===== src/rtl/mqff_pkg.sv =====
// shared types and codes for the multi-queue frame fifo
`timescale 1ns / 1ps

package mqff_pkg;

   // fixed field widths
   localparam int CMD_W    = 2;
   localparam int QIDX_W   = 4;
   localparam int HANDLE_W = 16;
   localparam int COUNT_W  = 7;
   localparam int NUMQ_W   = 5;
   localparam int DEPTH_W  = 7;
   localparam int CSR_AW   = 3;
   localparam int CSR_DW   = 32;

   // request operation codes; the unused code behaves as a query
   typedef enum logic [CMD_W-1:0] {
      CMD_ENQ   = 2'd0,
      CMD_DEQ   = 2'd1,
      CMD_QUERY = 2'd2,
      CMD_SPARE = 2'd3
   } cmd_type;

   // response status codes
   typedef enum logic [1:0] {
      ST_OK    = 2'd0,
      ST_RANGE = 2'd1,
      ST_FULL  = 2'd2,
      ST_EMPTY = 2'd3
   } status_type;

   // register index taken from the word address
   typedef enum logic {
      REG_NUM_QUEUES = 1'b0,
      REG_MAX_DEPTH  = 1'b1
   } reg_index_type;

   // control settings from the register block
   typedef struct packed {
      logic [NUMQ_W-1:0]  num_queues;
      logic [DEPTH_W-1:0] max_depth;
   } cfg_type;

   // store access for one request
   typedef struct packed {
      logic wr;
      logic rd;
   } store_cmd_type;

   // per-request response fields except the handle
   typedef struct packed {
      status_type         status;
      logic               deq_ok;
      logic [COUNT_W-1:0] count;
   } result_type;

endpackage


===== src/rtl/mqff_csr.sv =====
// configuration registers behind the apb-style port
`timescale 1ns / 1ps

module mqff_csr (
   input  logic                                clock,
   input  logic                                reset,
   input  logic                                csr_psel,
   input  logic                                csr_penable,
   input  logic                                csr_pwrite,
   input  logic [mqff_pkg::CSR_AW-1:0]         csr_paddr,
   input  logic [mqff_pkg::CSR_DW-1:0]         csr_pwdata,
   output logic [mqff_pkg::CSR_DW-1:0]         csr_prdata,
   output logic                                csr_pready,
   output mqff_pkg::cfg_type                   cfg
);

   mqff_pkg::cfg_type       cfg_ff;
   mqff_pkg::cfg_type       cfg_in;
   mqff_pkg::reg_index_type sel;
   logic                    wr_en;

   assign csr_pready = 1'b1;
   assign sel        = mqff_pkg::reg_index_type'(csr_paddr[2]);
   assign wr_en      = csr_psel & csr_penable & csr_pwrite & csr_pready;

   // register write
   always_comb begin
      cfg_in = cfg_ff;
      if (wr_en) begin
         unique case (sel)
            mqff_pkg::REG_NUM_QUEUES: cfg_in.num_queues = csr_pwdata[mqff_pkg::NUMQ_W-1:0];
            mqff_pkg::REG_MAX_DEPTH:  cfg_in.max_depth  = csr_pwdata[mqff_pkg::DEPTH_W-1:0];
            default:                  cfg_in = cfg_ff;
         endcase
      end
   end

   always_ff @(posedge clock) begin
      if (reset) begin
         cfg_ff.num_queues <= mqff_pkg::NUMQ_W'(16);
         cfg_ff.max_depth  <= mqff_pkg::DEPTH_W'(64);
      end else begin
         cfg_ff <= cfg_in;
      end
   end

   // register read
   always_comb begin
      unique case (sel)
         mqff_pkg::REG_NUM_QUEUES: csr_prdata = mqff_pkg::CSR_DW'(cfg_ff.num_queues);
         mqff_pkg::REG_MAX_DEPTH:  csr_prdata = mqff_pkg::CSR_DW'(cfg_ff.max_depth);
         default:                  csr_prdata = '0;
      endcase
   end

   assign cfg = cfg_ff;

endmodule


===== config.mk =====
export PLATFORM = sky130hd
export DESIGN_NAME = mqff_csr
export DESIGN_NICKNAME = d
export VERILOG_FILES = /design/src/rtl/mqff_pkg.sv /design/src/rtl/mqff_csr.sv
export SDC_FILE = /design/constraint.sdc
export NUM_CORES = 1
export LEC_CHECK = 0
export ABC_AREA = 1
export BUFFER_PORTS_ARGS = -buffer_cell sky130_fd_sc_hd__buf_4
export CORE_MARGIN = 2
export CORE_UTILIZATION = 25
export DETAILED_ROUTE_END_ITERATION = 6
export PLACE_DENSITY = 0.58
export SYNTH_ARGS = -nofsm -noshare
export SYNTH_HDL_FRONTEND = slang
export SYNTH_SLANG_ARGS = --single-unit

===== constraint.sdc =====
create_clock -name clock -period 1.05 [get_ports clock]
set_input_delay 0.21 -clock clock [delete_from_list [all_inputs] [get_ports clock]]
set_output_delay 0.21 -clock clock [all_outputs]
set_load 0.02 [all_outputs]

After elaboration in Yosys (flattened, before gate mapping)
Cells that the tools add are included.
Storage, ports and cells
  register bits: 12
  logic and storage cells: 8
Cells by class
  muxes and demuxes: 1
  bitwise operators: 3
  reductions and logical operators: 2
Operators with widths (number)
  $pmux W32 S2: 1
  $reduce_and A2 Y1: 2
  $and A1 B1 Y1: 2
  $not A1 Y1: 1

Logic depth before layout (Yosys ltp)
  depth in word-level cells: 3
  gate-level depth with buffers: 6
  mapped depth without buffers: 5

Least setup slack after synthesis
OpenSTA, ideal clock, no wires.
  path kind: input-to-output
  from: in csr_paddr[2] (netlist name)
  to: out csr_prdata[0] (netlist name)
  data arrival time: 0.714 ns
  required time: 0.840 ns
  setup slack: 0.126 ns
  cell stages on the path: 5
  path buffers: 2
  cell sequence: buf_6 inv_6 buf_8 nand2_1 nand2_1
Between the ends
  word-level cells in the longest chain between the ends: 2
RTL lines
  from (decl): RTL line mqff_csr.sv:10  | input logic [mqff_pkg::CSR_AW-1:0] csr_paddr,
  $not A1 Y1
  $pmux W32 S2 (*): RTL line mqff_csr.sv:49  | unique case (sel)
  to (decl): RTL line mqff_csr.sv:12  | output logic [mqff_pkg::CSR_DW-1:0] csr_prdata,
Mark *: on every way between the ends. The rest lies on a longest branch, timed or not. The select of a mux whose other input is x is not followed.

Final worst setup path
  from: reg cfg_ff (netlist bit cfg[8])
  to: out csr_prdata[1] (netlist name)
Between the ends
  word-level cells in the longest chain between the ends: 1
RTL lines
  from (decl): RTL line mqff_csr.sv:17  | mqff_pkg::cfg_type cfg_ff;
  from (signal assigned): RTL line mqff_csr.sv:43  | cfg_ff <= cfg_in;
  $pmux W32 S2: RTL line mqff_csr.sv:49
No other way between the ends. The select of a mux whose other input is x is not followed.

==> out/qor.json <==
{
  "worst_setup_path_start_kind": {"value": "register"},
  "clock_latency_reported_for_the_late_side_of_the_worst_skew_pair": {"value": 0.27, "unit": "ns"},
  "yosysUniqueCellTypes": {"value": 18},
  "tritoncts_clock_tree": {"value": "yes"},
  "vdd_ir_drop_max": {"value": 0.396, "unit": "mV"},
  "yosys-top-cells-area": {"value": "sky130_fd_sc_hd__dfxtp_1 (28%), sky130_fd_sc_hd__buf_4 (23%), sky130_fd_sc_hd__nand2_1 (12%), sky130_fd_sc_hd__nand3_1 (6.9%), sky130_fd_sc_hd__nor2_1 (6.9%)"},
  "floorplan.die.height": {"value": 63.1, "unit": "um"},
  "synth_top_area_frac": {"value": 0.275},
  "finalInstanceArea": {"value": 1170, "unit": "um^2"},
  "p_leak": {"value": 0.622, "unit": "nW"},
  "crit_type": {"value": "reg2out"},
  "synth_area_per_cell": {"value": 7.10, "unit": "um^2"},
  "finalHoldViolations": {"value": 0},
  "antenna_found_initial": {"value": 0},
  "grt_pass1_vias": {"value": 686},
  "coreArea": {"value": 3340, "unit": "um^2"},
  "htreeDepth": {"value": 1},
  "run_status": {"value": "complete, but fails checks"},
  "fin_skew": {"value": 0, "unit": "ns"},
  "clkSinkCount": {"value": 12},
  "p_sw_frac": {"value": 0.330},
  "failed_checks": {"value": "setup timing"},
  "setup_total_negative_slack": {"value": -0.0928, "unit": "ns"},
  "vias": {"value": 747},
  "synth_sequential_area_ratio": {"value": 0.275},
  "clockPowerShare": {"value": 0.313},
  "number_of_cell_rows": {"value": 21},
  "fin_crit": {"value": 1.07, "unit": "ns"},
  "synth.cell_area": {"value": 873, "unit": "um^2"},
  "drt-total-wl": {"value": 1740, "unit": "um"},
  "initialDrtViolationCount": {"value": 3},
  "rsz0062_at_grt": {"value": "yes"},
  "largest_register_ff_count": {"value": 12},
  "synthDominantAreaCellType": {"value": "sky130_fd_sc_hd__dfxtp_1"},
  "achievable-frequency": {"value": 0.932, "unit": "GHz"},
  "cts-hold-fix-buffers": {"value": 0},
  "wire_per_inst": {"value": 8.54, "unit": "um"},
  "number_of_port_buffers": {"value": 31},
  "yosys_register_bits": {"value": 12},
  "critPathMaxStageDelay": {"value": 0.36, "unit": "ns"},
  "finalSetupViolations": {"value": 8},
  "finalMaxSlewViolations": {"value": 0},
  "clkTransAtPathRegs": {"value": 0.08, "unit": "ns"},
  "crit_path_end_kind": {"value": "primary output"},
  "antennaDiodeCount": {"value": 0},
  "drt.antenna.violating_nets": {"value": 0},
  "total_switching_power": {"value": 395, "unit": "uW"},
  "initial_utilization": {"value": 0.262},
  "pwr-share-comb": {"value": 0.281},
  "grt.total_usage": {"value": 0.0968},
  "min_path_type": {"value": "in2reg"},
  "routabilityCongestion": {"value": 0.775},
  "layout.nets": {"value": 199},
  "timing.critical_path.mode_cell": {"value": "sky130_fd_sc_hd__nand2_2"},
  "flow.area_growth_from_synthesis": {"value": 33.7, "unit": "%"},
  "place_worst_setup_slack": {"value": 0.0531, "unit": "ns"},
  "synthesis.instances": {"value": 123},
  "arrival_time_at_the_worst_endpoint": {"value": 0.86, "unit": "ns"},
  "cp_slowest_cell": {"value": "sky130_fd_sc_hd__dfxtp_2"},
  "final.period_utilization": {"value": 1.02},
  "p_per_area": {"value": 1030, "unit": "nW/um^2"},
  "power.total": {"value": 1.20, "unit": "mW"},
  "globalRouteOverflowTotal": {"value": 0},
  "cts.root.buffer_cell": {"value": "sky130_fd_sc_hd__clkbuf_4"},
  "cts_buffer_depth": {"value": 2},
  "fillers": {"value": 383},
  "sequential_cell_fraction_of_total_power": {"value": 0.407},
  "path_max_fanout": {"value": 3},
  "global_route_wire_length_before_repair": {"value": 3080, "unit": "um"},
  "viasPerCell": {"value": 3.66},
  "final_layout_size_suffix_gt1_frac": {"value": 0.443},
  "critical_path_required": {"value": 0.84, "unit": "ns"},
  "die_outline_area": {"value": 3980, "unit": "um^2"},
  "placement.cell_area": {"value": 1030, "unit": "um^2"},
  "power.internal": {"value": 802, "unit": "uW"},
  "top_level_ports": {"value": 85},
  "max_cap_violations": {"value": 0},
  "timing.final.ws_setup": {"value": -0.0233, "unit": "ns"},
  "ys.warnings.count": {"value": 0},
  "fp.dieW": {"value": 63.1, "unit": "um"},
  "first_pass_drt_iterations": {"value": 2},
  "cts_made_buffers": {"value": 3},
  "critical_path.cell_chain": {"value": "nand2_2 -> nand2_2 -> buf_6"},
  "place_hpwl": {"value": 1340, "unit": "um"},
  "largest_net_degree_at_the_start_of_global_routing": {"value": 14},
  "final_core_util": {"value": 0.350},
  "drt_drc_violations_left": {"value": 0}
}
-- cell usage in the layout (no fill, tap or decap) --
cell	Yosys	layout
sky130_fd_sc_hd__conb_1	2	26
sky130_fd_sc_hd__buf_4	27	25
sky130_fd_sc_hd__nand2_1	29	24
sky130_fd_sc_hd__nor2_1	16	16
sky130_fd_sc_hd__nand3_1	12	12
sky130_fd_sc_hd__dfxtp_2	0	12
sky130_fd_sc_hd__buf_6	2	12
sky130_fd_sc_hd__inv_1	9	8
sky130_fd_sc_hd__nand2_2	1	6
sky130_fd_sc_hd__nor2_2	4	4
sky130_fd_sc_hd__clkbuf_4	0	3
sky130_fd_sc_hd__inv_2	1	2
sky130_fd_sc_hd__nor2_8	2	2
sky130_fd_sc_hd__inv_6	1	1
sky130_fd_sc_hd__nand3_4	1	1
sky130_fd_sc_hd__nor2_4	1	1
sky130_fd_sc_hd__o21ai_0	1	1
sky130_fd_sc_hd__o21ai_1	1	1
sky130_fd_sc_hd__clkbuf_8	0	1
-- worst max-delay path, delay by kind of cell (launching register included) --
kind	cells	cell delay (ns)
buffers and inverters	1	0.11
and+or+nand+nor	2	0.13
DFF	1	0.36
-- power groups by stage --
stage          Combinational (mW)  Sequential [mW]  Clock [mW]
4_1_cts                     0.327            0.486       0.385
3_5_place_dp                0.313            0.494           0
6_report                    0.336            0.487       0.374
2_1_floorplan               0.280            0.512           0
5_1_grt                     0.368            0.490       0.411
3_3_place_gp                0.313            0.494           0
-- Yosys cell counts --
cell type / count
sky130_fd_sc_hd__nand2_1: 29
sky130_fd_sc_hd__buf_4: 27
sky130_fd_sc_hd__nor2_1: 16
sky130_fd_sc_hd__dfxtp_1: 12
sky130_fd_sc_hd__nand3_1: 12
sky130_fd_sc_hd__inv_1: 9
sky130_fd_sc_hd__nor2_2: 4
sky130_fd_sc_hd__buf_6: 2
sky130_fd_sc_hd__conb_1: 2
sky130_fd_sc_hd__nor2_8: 2
sky130_fd_sc_hd__buf_8: 1
sky130_fd_sc_hd__inv_2: 1
sky130_fd_sc_hd__inv_6: 1
sky130_fd_sc_hd__nand2_2: 1
sky130_fd_sc_hd__nand3_4: 1
sky130_fd_sc_hd__nor2_4: 1
sky130_fd_sc_hd__o21ai_0: 1
sky130_fd_sc_hd__o21ai_1: 1
-- metal layers --
metal  track usage  vias up  part of all wire
li1              -      391                 -
met1         0.115      328              0.42
met2         0.166       26              0.51
met3        0.0214        2             0.068
met4        0.0417        0            0.0069
met5             0        -                 0
-- metrics by stage --
stage	hold WS (ns)	cells
3_5_place_dp	0.430	196
2_1_floorplan	0.336	147
4_1_cts	0.140	201
5_1_grt	0.134	204
6_report	0.148	204
3_3_place_gp	0.424	196
-- final timing paths --
path	start	end	slack [ns]	cells past startpoint
hold reg to reg	cfg[6]	cfg[6]	0.48	2
setup / recovery	cfg[8]	csr_prdata[1]	-0.02	3
setup reg to reg	cfg[10]	cfg[10]	0.33	3
hold / removal	csr_pwdata[6]	cfg[6]	0.15	3
-- timing repair --
action | 4_1_cts | 5_1_grt
hold endpoints to repair | 0 | 0
cloned | 0 | 0
setup endpoints to repair | 7 | 7
setup buffers | 1 | 3
pin swaps | 3 | 4
gates resized for setup | 21 | 9
-- cells by family (layout without fill, tap and decap cells) --
group                  count (synthesis)  after routing  synth area share
AO/OA/AOI/OAI                          2              2            0.0115
buffers and inverters                 41             52             0.328
flip-flops                            12             12             0.275
other                                  2             26           0.00860
AND/OR/NAND/NOR                       66             66             0.377
-- layout make-up --
cell class                 count  area (um^2)  share of cell area
timing repair buffer          37          323               0.277
tap                           46         57.6              0.0493
sequential                    12          255               0.219
multi-input combinational     94          449               0.385
inverter                      11         46.3              0.0397
clock buffer                   4         36.3              0.0311
(Power assumes the default switching activity.)
