<file path="config.mk">
export PLATFORM = sky130hd
export DESIGN_NAME = mqff_ctrl
export DESIGN_NICKNAME = d
export VERILOG_FILES = /design/src/rtl/mqff_pkg.sv /design/src/rtl/mqff_ctrl.sv
export SDC_FILE = /design/constraint.sdc
export NUM_CORES = 1
export LEC_CHECK = 0
export BUFFER_PORTS_ARGS = -buffer_cell sky130_fd_sc_hd__buf_2
export CAP_MARGIN = 30
export CORE_MARGIN = 2
export CORE_UTILIZATION = 50
export CTS_BUF_LIST = sky130_fd_sc_hd__clkbuf_8
export DETAILED_ROUTE_END_ITERATION = 12
export GPL_ROUTABILITY_DRIVEN = 0
export PLACE_DENSITY = 0.66
export SYNTH_ARGS = -nofsm -noshare
export SYNTH_HDL_FRONTEND = slang
export SYNTH_SLANG_ARGS = --single-unit
</file>
<file path="constraint.sdc">
create_clock -name clock -period 5.7 [get_ports clock]
set_clock_uncertainty 0.05 [all_clocks]
set_input_delay 0.855 -clock clock [delete_from_list [all_inputs] [get_ports clock]]
set_output_delay 0.855 -clock clock [all_outputs]
set_load 0.03 [all_outputs]
</file>
<file path="src/rtl/mqff_pkg.sv">
// shared types and codes for the multi-queue frame fifo
`timescale 1ns / 1ps

package mqff_pkg;

   // fixed field widths
   localparam int CMD_W    = 2;
   localparam int QIDX_W   = 4;
   localparam int HANDLE_W = 16;
   localparam int COUNT_W  = 7;
   localparam int NUMQ_W   = 5;
   localparam int DEPTH_W  = 7;
   localparam int CSR_AW   = 3;
   localparam int CSR_DW   = 32;

   // request operation codes; the unused code behaves as a query
   typedef enum logic [CMD_W-1:0] {
      CMD_ENQ   = 2'd0,
      CMD_DEQ   = 2'd1,
      CMD_QUERY = 2'd2,
      CMD_SPARE = 2'd3
   } cmd_type;

   // response status codes
   typedef enum logic [1:0] {
      ST_OK    = 2'd0,
      ST_RANGE = 2'd1,
      ST_FULL  = 2'd2,
      ST_EMPTY = 2'd3
   } status_type;

   // register index taken from the word address
   typedef enum logic {
      REG_NUM_QUEUES = 1'b0,
      REG_MAX_DEPTH  = 1'b1
   } reg_index_type;

   // control settings from the register block
   typedef struct packed {
      logic [NUMQ_W-1:0]  num_queues;
      logic [DEPTH_W-1:0] max_depth;
   } cfg_type;

   // store access for one request
   typedef struct packed {
      logic wr;
      logic rd;
   } store_cmd_type;

   // per-request response fields except the handle
   typedef struct packed {
      status_type         status;
      logic               deq_ok;
      logic [COUNT_W-1:0] count;
   } result_type;

endpackage

</file>
<file path="src/rtl/mqff_ctrl.sv">
// per-queue head, tail and count state with the request decode
`timescale 1ns / 1ps

module mqff_ctrl #(
   parameter int MAX_QUEUES  = 16,
   parameter int QUEUE_DEPTH = 64,
   parameter int QW          = 4,
   parameter int PW          = 6
) (
   input  logic                              clock,
   input  logic                              reset,
   input  logic                              fire,
   input  mqff_pkg::cmd_type                 cmd,
   input  logic [mqff_pkg::QIDX_W-1:0]       queue_index,
   input  mqff_pkg::cfg_type                 cfg,
   output mqff_pkg::store_cmd_type           store_cmd,
   output logic [QW+PW-1:0]                  store_addr,
   output mqff_pkg::result_type              result
);

   localparam int CW = $clog2(QUEUE_DEPTH + 1);
   localparam int LW = (CW > mqff_pkg::DEPTH_W) ? CW : mqff_pkg::DEPTH_W;

   logic [PW-1:0] head_ff [MAX_QUEUES];
   logic [PW-1:0] tail_ff [MAX_QUEUES];
   logic [CW-1:0] count_ff [MAX_QUEUES];

   logic [QW-1:0] q_sel;
   logic          in_range;
   logic [PW-1:0] head_cur;
   logic [PW-1:0] tail_cur;
   logic [CW-1:0] count_cur;
   logic [LW-1:0] limit;
   logic          enq_ok;
   logic          deq_ok;
   logic [PW-1:0] head_in;
   logic [PW-1:0] tail_in;
   logic [CW-1:0] count_in;

   assign q_sel    = QW'(queue_index);
   assign in_range = ({1'b0, queue_index} < cfg.num_queues) &&
                     (32'(queue_index) < MAX_QUEUES);

   assign head_cur  = head_ff[q_sel];
   assign tail_cur  = tail_ff[q_sel];
   assign count_cur = count_ff[q_sel];

   // depth limit is the register value capped at the ring size
   assign limit = (LW'(cfg.max_depth) > LW'(QUEUE_DEPTH)) ? LW'(QUEUE_DEPTH)
                                                          : LW'(cfg.max_depth);

   assign enq_ok = in_range && (cmd == mqff_pkg::CMD_ENQ) && (LW'(count_cur) < limit);
   assign deq_ok = in_range && (cmd == mqff_pkg::CMD_DEQ) && (count_cur != '0);

   // ring pointer advance and count update
   always_comb begin
      head_in  = head_cur;
      tail_in  = tail_cur;
      count_in = count_cur;
      if (enq_ok) begin
         tail_in  = (tail_cur == PW'(QUEUE_DEPTH - 1)) ? '0 : tail_cur + 1'b1;
         count_in = count_cur + 1'b1;
      end else if (deq_ok) begin
         head_in  = (head_cur == PW'(QUEUE_DEPTH - 1)) ? '0 : head_cur + 1'b1;
         count_in = count_cur - 1'b1;
      end
   end

   always_ff @(posedge clock) begin
      if (reset) begin
         for (int i = 0; i < MAX_QUEUES; i++) begin
            head_ff[i]  <= '0;
            tail_ff[i]  <= '0;
            count_ff[i] <= '0;
         end
      end else if (fire && (enq_ok || deq_ok)) begin
         head_ff[q_sel]  <= head_in;
         tail_ff[q_sel]  <= tail_in;
         count_ff[q_sel] <= count_in;
      end
   end

   // store access
   assign store_cmd.wr = fire & enq_ok;
   assign store_cmd.rd = fire & deq_ok;
   assign store_addr   = {q_sel, (cmd == mqff_pkg::CMD_ENQ) ? tail_cur : head_cur};

   // response fields
   always_comb begin
      result.deq_ok = deq_ok;
      result.count  = in_range ? mqff_pkg::COUNT_W'(count_in) : '0;
      priority if (!in_range) begin
         result.status = mqff_pkg::ST_RANGE;
      end else if ((cmd == mqff_pkg::CMD_ENQ) && !enq_ok) begin
         result.status = mqff_pkg::ST_FULL;
      end else if ((cmd == mqff_pkg::CMD_DEQ) && !deq_ok) begin
         result.status = mqff_pkg::ST_EMPTY;
      end else begin
         result.status = mqff_pkg::ST_OK;
      end
   end

endmodule

</file>
==> Word-level counts from Yosys, hierarchy flattened <==
Memory sizes are Yosys's and may differ from the RTL's.
Cells that the tools add are included.
{ "op_classes": {"n_eq_ne": 3, "mux": 27, "n_bitwise": 2, "addsub": 4, "reduce_logical": 15, "magnitude_cmp": 3} }
{ "ops": {"columns": ["cell", "n"], "rows": [
  ["2-to-1 mux 6 bit", 8],
  ["2-to-1 mux 7 bit", 5],
  ["adder 6 x 1 -> 6 bit (second input constant)", 2],
  ["equality test 6 bit (second input constant)", 2],
  ["2-to-1 mux 4 bit", 3],
  ["OR reduction 6 bit", 2],
  ["2-to-1 mux 1 bit", 8],
  ["adder 7 x 1 -> 7 bit (second input constant)", 1],
  ["greater-than comparator 7 bit (second input constant)", 1],
  ["logical AND 1 bit", 7],
  ["less-than comparator 7 bit", 1],
  ["nonzero test 7 bit", 1],
  ["OR reduction 7 bit", 1],
  ["subtractor 7 x 1 -> 7 bit (second input constant)", 1],
  ["2-to-1 mux 2 bit", 3],
  ["less-than comparator 4 x 5 -> 1 bit", 1],
  ["bitwise AND 1 bit", 2],
  ["equality test 2 x 1 -> 1 bit (second input constant)", 1],
  ["logical NOT 1 bit", 2],
  ["logical NOT 2 bit", 1],
  ["logical OR 1 bit", 1]
]} }
{ "word_totals": {"register_bits": 0, "output_inout_bits": 22, "elab_cells": 57, "mem_count": 3, "ram_bits": 304} }
{ "memory_table": {"columns": ["name", "depth", "word_bits", "read_ports", "rd_clocked_by_memory_dff", "write_ports", "line_no", "text"], "rows": [
  ["count_ff", 16, 7, 1, 0, 16, "mqff_ctrl.sv:26", "logic [CW-1:0] count_ff [MAX_QUEUES];"],
  ["head_ff", 16, 6, 1, 0, 16, "mqff_ctrl.sv:24", "logic [PW-1:0] head_ff [MAX_QUEUES];"],
  ["tail_ff", 16, 6, 1, 0, 16, "mqff_ctrl.sv:25", "logic [PW-1:0] tail_ff [MAX_QUEUES];"]
]} }

==> Depth between registers and ports, before layout <==
{ "logic_depth": {"ltp_word": 11, "mapped_depth": 16, "mapped_depth_nobuf": 11} }

==> Worst setup path after synthesis <==
No wires, ideal clock.
{ "synth_path": {"path_type": "input to output", "start": "in queue_index[0] (netlist bit)", "end": "out result[4] (netlist bit)", "stages": 15, "required_time_ns": 4.795, "path_slack_ns": 0.302, "arrival_ns": 4.493, "path_cell_list": "buf_6 -> buf_12 -> mux4_1 -> a22oi_1 -> and2_1 -> inv_1 -> ha_1 -> a2111oi_0 -> o21ai_0 -> nor2_1 -> nand3_1 -> and3_1 -> clkbuf_1 -> clkbuf_1 -> nor3_1"} }
{ "synth_rtl": {"columns": ["item", "line_no", "text"], "rows": [
  ["start, declared", "mqff_ctrl.sv:14", "input logic [mqff_pkg::QIDX_W-1:0] queue_index,"],
  ["end, declared", "mqff_ctrl.sv:18", "output mqff_pkg::result_type result"]
]} }

==> summary.txt <==
# diodes = 0
Via density = 6.05
worst setup path start = queue_index[0]
slew margin rel. = 46.1%
cts bufs inserted = 50
Detail Placement HPWL = 24,400 µm
Vias = 9,277
clock latency on the worst-skew pair = 590 ps
XOR/XNOR Fraction of Synth Area = 0.413%
hold slack = 871 ps
R2R depth = 13
sequential share of the synthesized area = 62.8%
dpl cells = 1,446
largest net degree at the start of global routing = 33
Ys Warns = 0
Slew Viols, Final = 0
post-synthesis cell count = 1,036
Synth Flop Type = edfxtp_1
first-pass GRT wire length = 57,800 µm
Peak VDD IR = 0.000173 V
FP Rows = 62
initial antenna violation count = 0
PortBufs = 42
syn_nets = 1,070
Adder-Cell Fraction of Synth Area = 1.12%
Async SR Flop Fraction = 0%
CTS H-tree lvls = 2
Synth Cell Area = 14,500 µm²
pin slew with the least headroom to its limit = 804 ps
Yosys reg bits = 304
layout cells sized above 1 = 23.5%
worst r2r src = count_ff[9][5]$_SDFFCE_PN0P_
post-route ant nets = 0
Final Hold Viols = 0
Synth cell types = 71
final cell count without fillers = 1,534
outcome = completed
reg-to-reg endpoint = count_ff[7][3]$_SDFFCE_PN0P_
Compound-Gate Fraction of Synth Area = 4.10%
Crit path required time = 4800 ps
fin util = 56.2%
DIE WIDTH = 175 µm
highest clock rate = 181 MHz
post-CTS setup buffer count = 0
CTS tree = yes
flop-to-flop setup slack = 1300 ps
Critical Path AT = 4630 ps
Worst setup endpoint = result[6]
main combinational cell family by area after synthesis = simple AND/OR/NAND/NOR gates
Core Box Area = 28,700 µm²
Final Cycle Share = 97.1%
CP Depth = 13
CP startpoint kind = input pin
power per cell area = 304 nW/µm²
Setup Viol. Count Final = 0
critical path's largest stage delay = 610 ps
syn avg cell area = 14.0 µm²
worst hold path type = input pin to register
RSZ-0062 raised after global routing = no
WL final = 38,400 µm
Slowest-stage cell, CP = mux4_1
Top Family by Delay on Critical Path = compound AO/OA/AOI/OAI gates
Clock Path Buffers = 3
CTS Sinks = 304
Max Cap Violations = 0
Post-CTS Hold Buffers = 0
number of global-route vias before repair = 9,315
Die ar. = 30,500 µm²
clk slew on worst S/H paths = 60 ps
Worst Path Buf+Inv = 3
Post-Synth Simple-Gate Area = 13.6%
DRC Markers = 0
critical path type = input pin to output pin
Area Growth Syn to Fin = 10.9%
minimum clock period = 5540 ps
DR WL/cell = 25.0 µm
Root Driver = clkbuf_8
mux share of post-synthesis cell area = 13.6%
gr usage total = 25.8%
Post-synth EDFFs = 304
Die H = 175 µm
CP endpoint kind = output pin
Initial Util = 50.7%
GRT overflow = 0
worst-path cell chain = buf_4 -> mux4_1 -> a22o_1 -> a221oi_4 -> inv_1 -> ha_1 -> a2111oi_0 -> o21ai_0 -> or2_2 -> o31ai_1 -> o311ai_2 -> nor2_1 -> buf_2
post-layout net count = 1,148
Detailed Route Iter0 Violations = 1,056
leakage power = 0.00587 µW
worst-path fanout max = 21
DR pass1 iterations = 5
Top Ports = 43
Setup TNS Final = 0 ps
[synthesized netlist by cell type (2+ instances only)]
master     count  area share, %
edfxtp_1     304             63
nor2_1       289            7.5
mux4_2        59            9.1
nand2_1       37           0.96
clkbuf_1      36           0.93
nor3_1        28           0.96
buf_2         27           0.93
nand2b_1      21           0.90
a22oi_1       18           0.93
mux4_1        18            3.3
buf_6         14            1.1
ha_1          13            1.1
nand3_1       13           0.45
buf_4         11           0.57
inv_1         11           0.28
nor3_2        10           0.69
nand4_1        9           0.39
a21oi_1        8           0.28
mux2_2         8           0.62
mux2i_1        8           0.55
o21ai_0        7           0.24
and3_1         5           0.22
a2111oi_0      4           0.24
nand3b_1       4           0.21
nor2b_1        4           0.17
o31a_1         4           0.24
a22o_1         3           0.18
and2_1         3           0.13
and4_1         3           0.18
xor2_1         3           0.18
a221oi_4       2           0.36
buf_1          2          0.052
buf_12         2           0.28
buf_8          2           0.21
inv_2          2          0.052
nor4_1         2          0.086
o21a_1         2           0.10
o311ai_0       2           0.12
o31ai_1        2           0.10
or2_2          2          0.086
or3_1          2          0.086
or4_1          2           0.10
xnor2_1        2           0.12
[layout make-up]
cell class                 count  area, µm²
clock buffer                  51        702
clock inverter                37        153
fill                        2422      12600
inverter                      13       48.8
multi-input combinational    624       4780
sequential                   304       9130
tap                          384        480
timing repair buffer         121        837
[cells in the final DEF, fill, tap and decap left out, drive strengths merged, types with 2 or more instances in the layout]
cell type and instances:
nor4 2, mux4 77, nand2 37, nor2 289, a21oi 9, a22oi 18, xor2 3, and3 6
mux2i 8, nand3 13, o31a 4, o311ai 3, and2 3, a221oi 3, nand3b 5, ha 13
nor2b 4, edfxtp 304, and4 3, nand2b 21, nand4 9, mux2 8, nor3 38, buf 121
o21a 2, o31ai 2, inv 30, o22ai 2, clkinv 19, a22o 3, a2111oi 5, clkbuf 51
o21ai 7, xnor2 3, or4 3, or2 2, a211oi 2, or3 3
[layer usage]
layer,track usage [%],up-vias,wire length (µm)
met5,0,-,0
met4,10.2,0,1340
met3,3.85,74,3390
met2,40.6,477,18100
met1,36.6,4698,15600
li1,-,4028,-
[sequential cells by signal (all words and copies together), names as in the netlist]
| name | flops |
|---|---|
| count_ff | 112 |
| head_ff | 96 |
| tail_ff | 96 |
[through the flow]
stage	cell area, µm²	power [µW]	setup slack, ps
finish	16100	4900	164
global route	16100	5070	39.5
CTS	16100	4920	164
detailed placement	15300	3270	168
global placement	15300	3270	289
floorplan	14500	3040	302
[how the worst min path moves through the flow]
stage | to | depth (start not counted) | startpoint
global placement | head_ff[4][1]$_SDFFCE_PN0P_ | 6 | head_ff[2][1]$_SDFFCE_PN0P_
CTS | count_ff[4][5]$_SDFFCE_PN0P_ | 2 | reset
global route | count_ff[4][5]$_SDFFCE_PN0P_ | 2 | reset
finish | count_ff[4][5]$_SDFFCE_PN0P_ | 2 | reset
detailed placement | tail_ff[12][4]$_SDFFCE_PN0P_ | 6 | tail_ff[4][4]$_SDFFCE_PN0P_
floorplan | tail_ff[6][4]$_SDFFCE_PN0P_ | 5 | tail_ff[2][4]$_SDFFCE_PN0P_
[kinds of logic after synthesis]
kind of cell               count (synthesis)
xor gates and xnor gates                   6
AOI/OAI and AO/OA                         70
buffers and inverters                    108
DFF                                      304
muxes                                     93
and+or+nand+nor                          442
adders and majority gates                 13
[power by group]
part | switching (µW) | internal [µW] | total [µW]
logic | 452 | 224 | 676
clock network | 840 | 827 | 1670
registers | 20.5 | 2540 | 2560
total | 1310 | 3590 | 4900
[what timing repair did]
item / CTS / global route
gates resized for setup: 0 / 1
hold endpoints to repair: 0 / 0
endpoints found under the setup margin: 0 / 1
[worst reg2reg max path: cells and delay by family, from the launching register on]
family                     cells  cell delay, ps
muxes                          1             510
DFF                            1             370
and+or+nand+nor                3             980
adders and majority gates      1             230
buffers and inverters          3             740
AOI/OAI and AO/OA              5            1190
(Power assumes the default switching activity.)
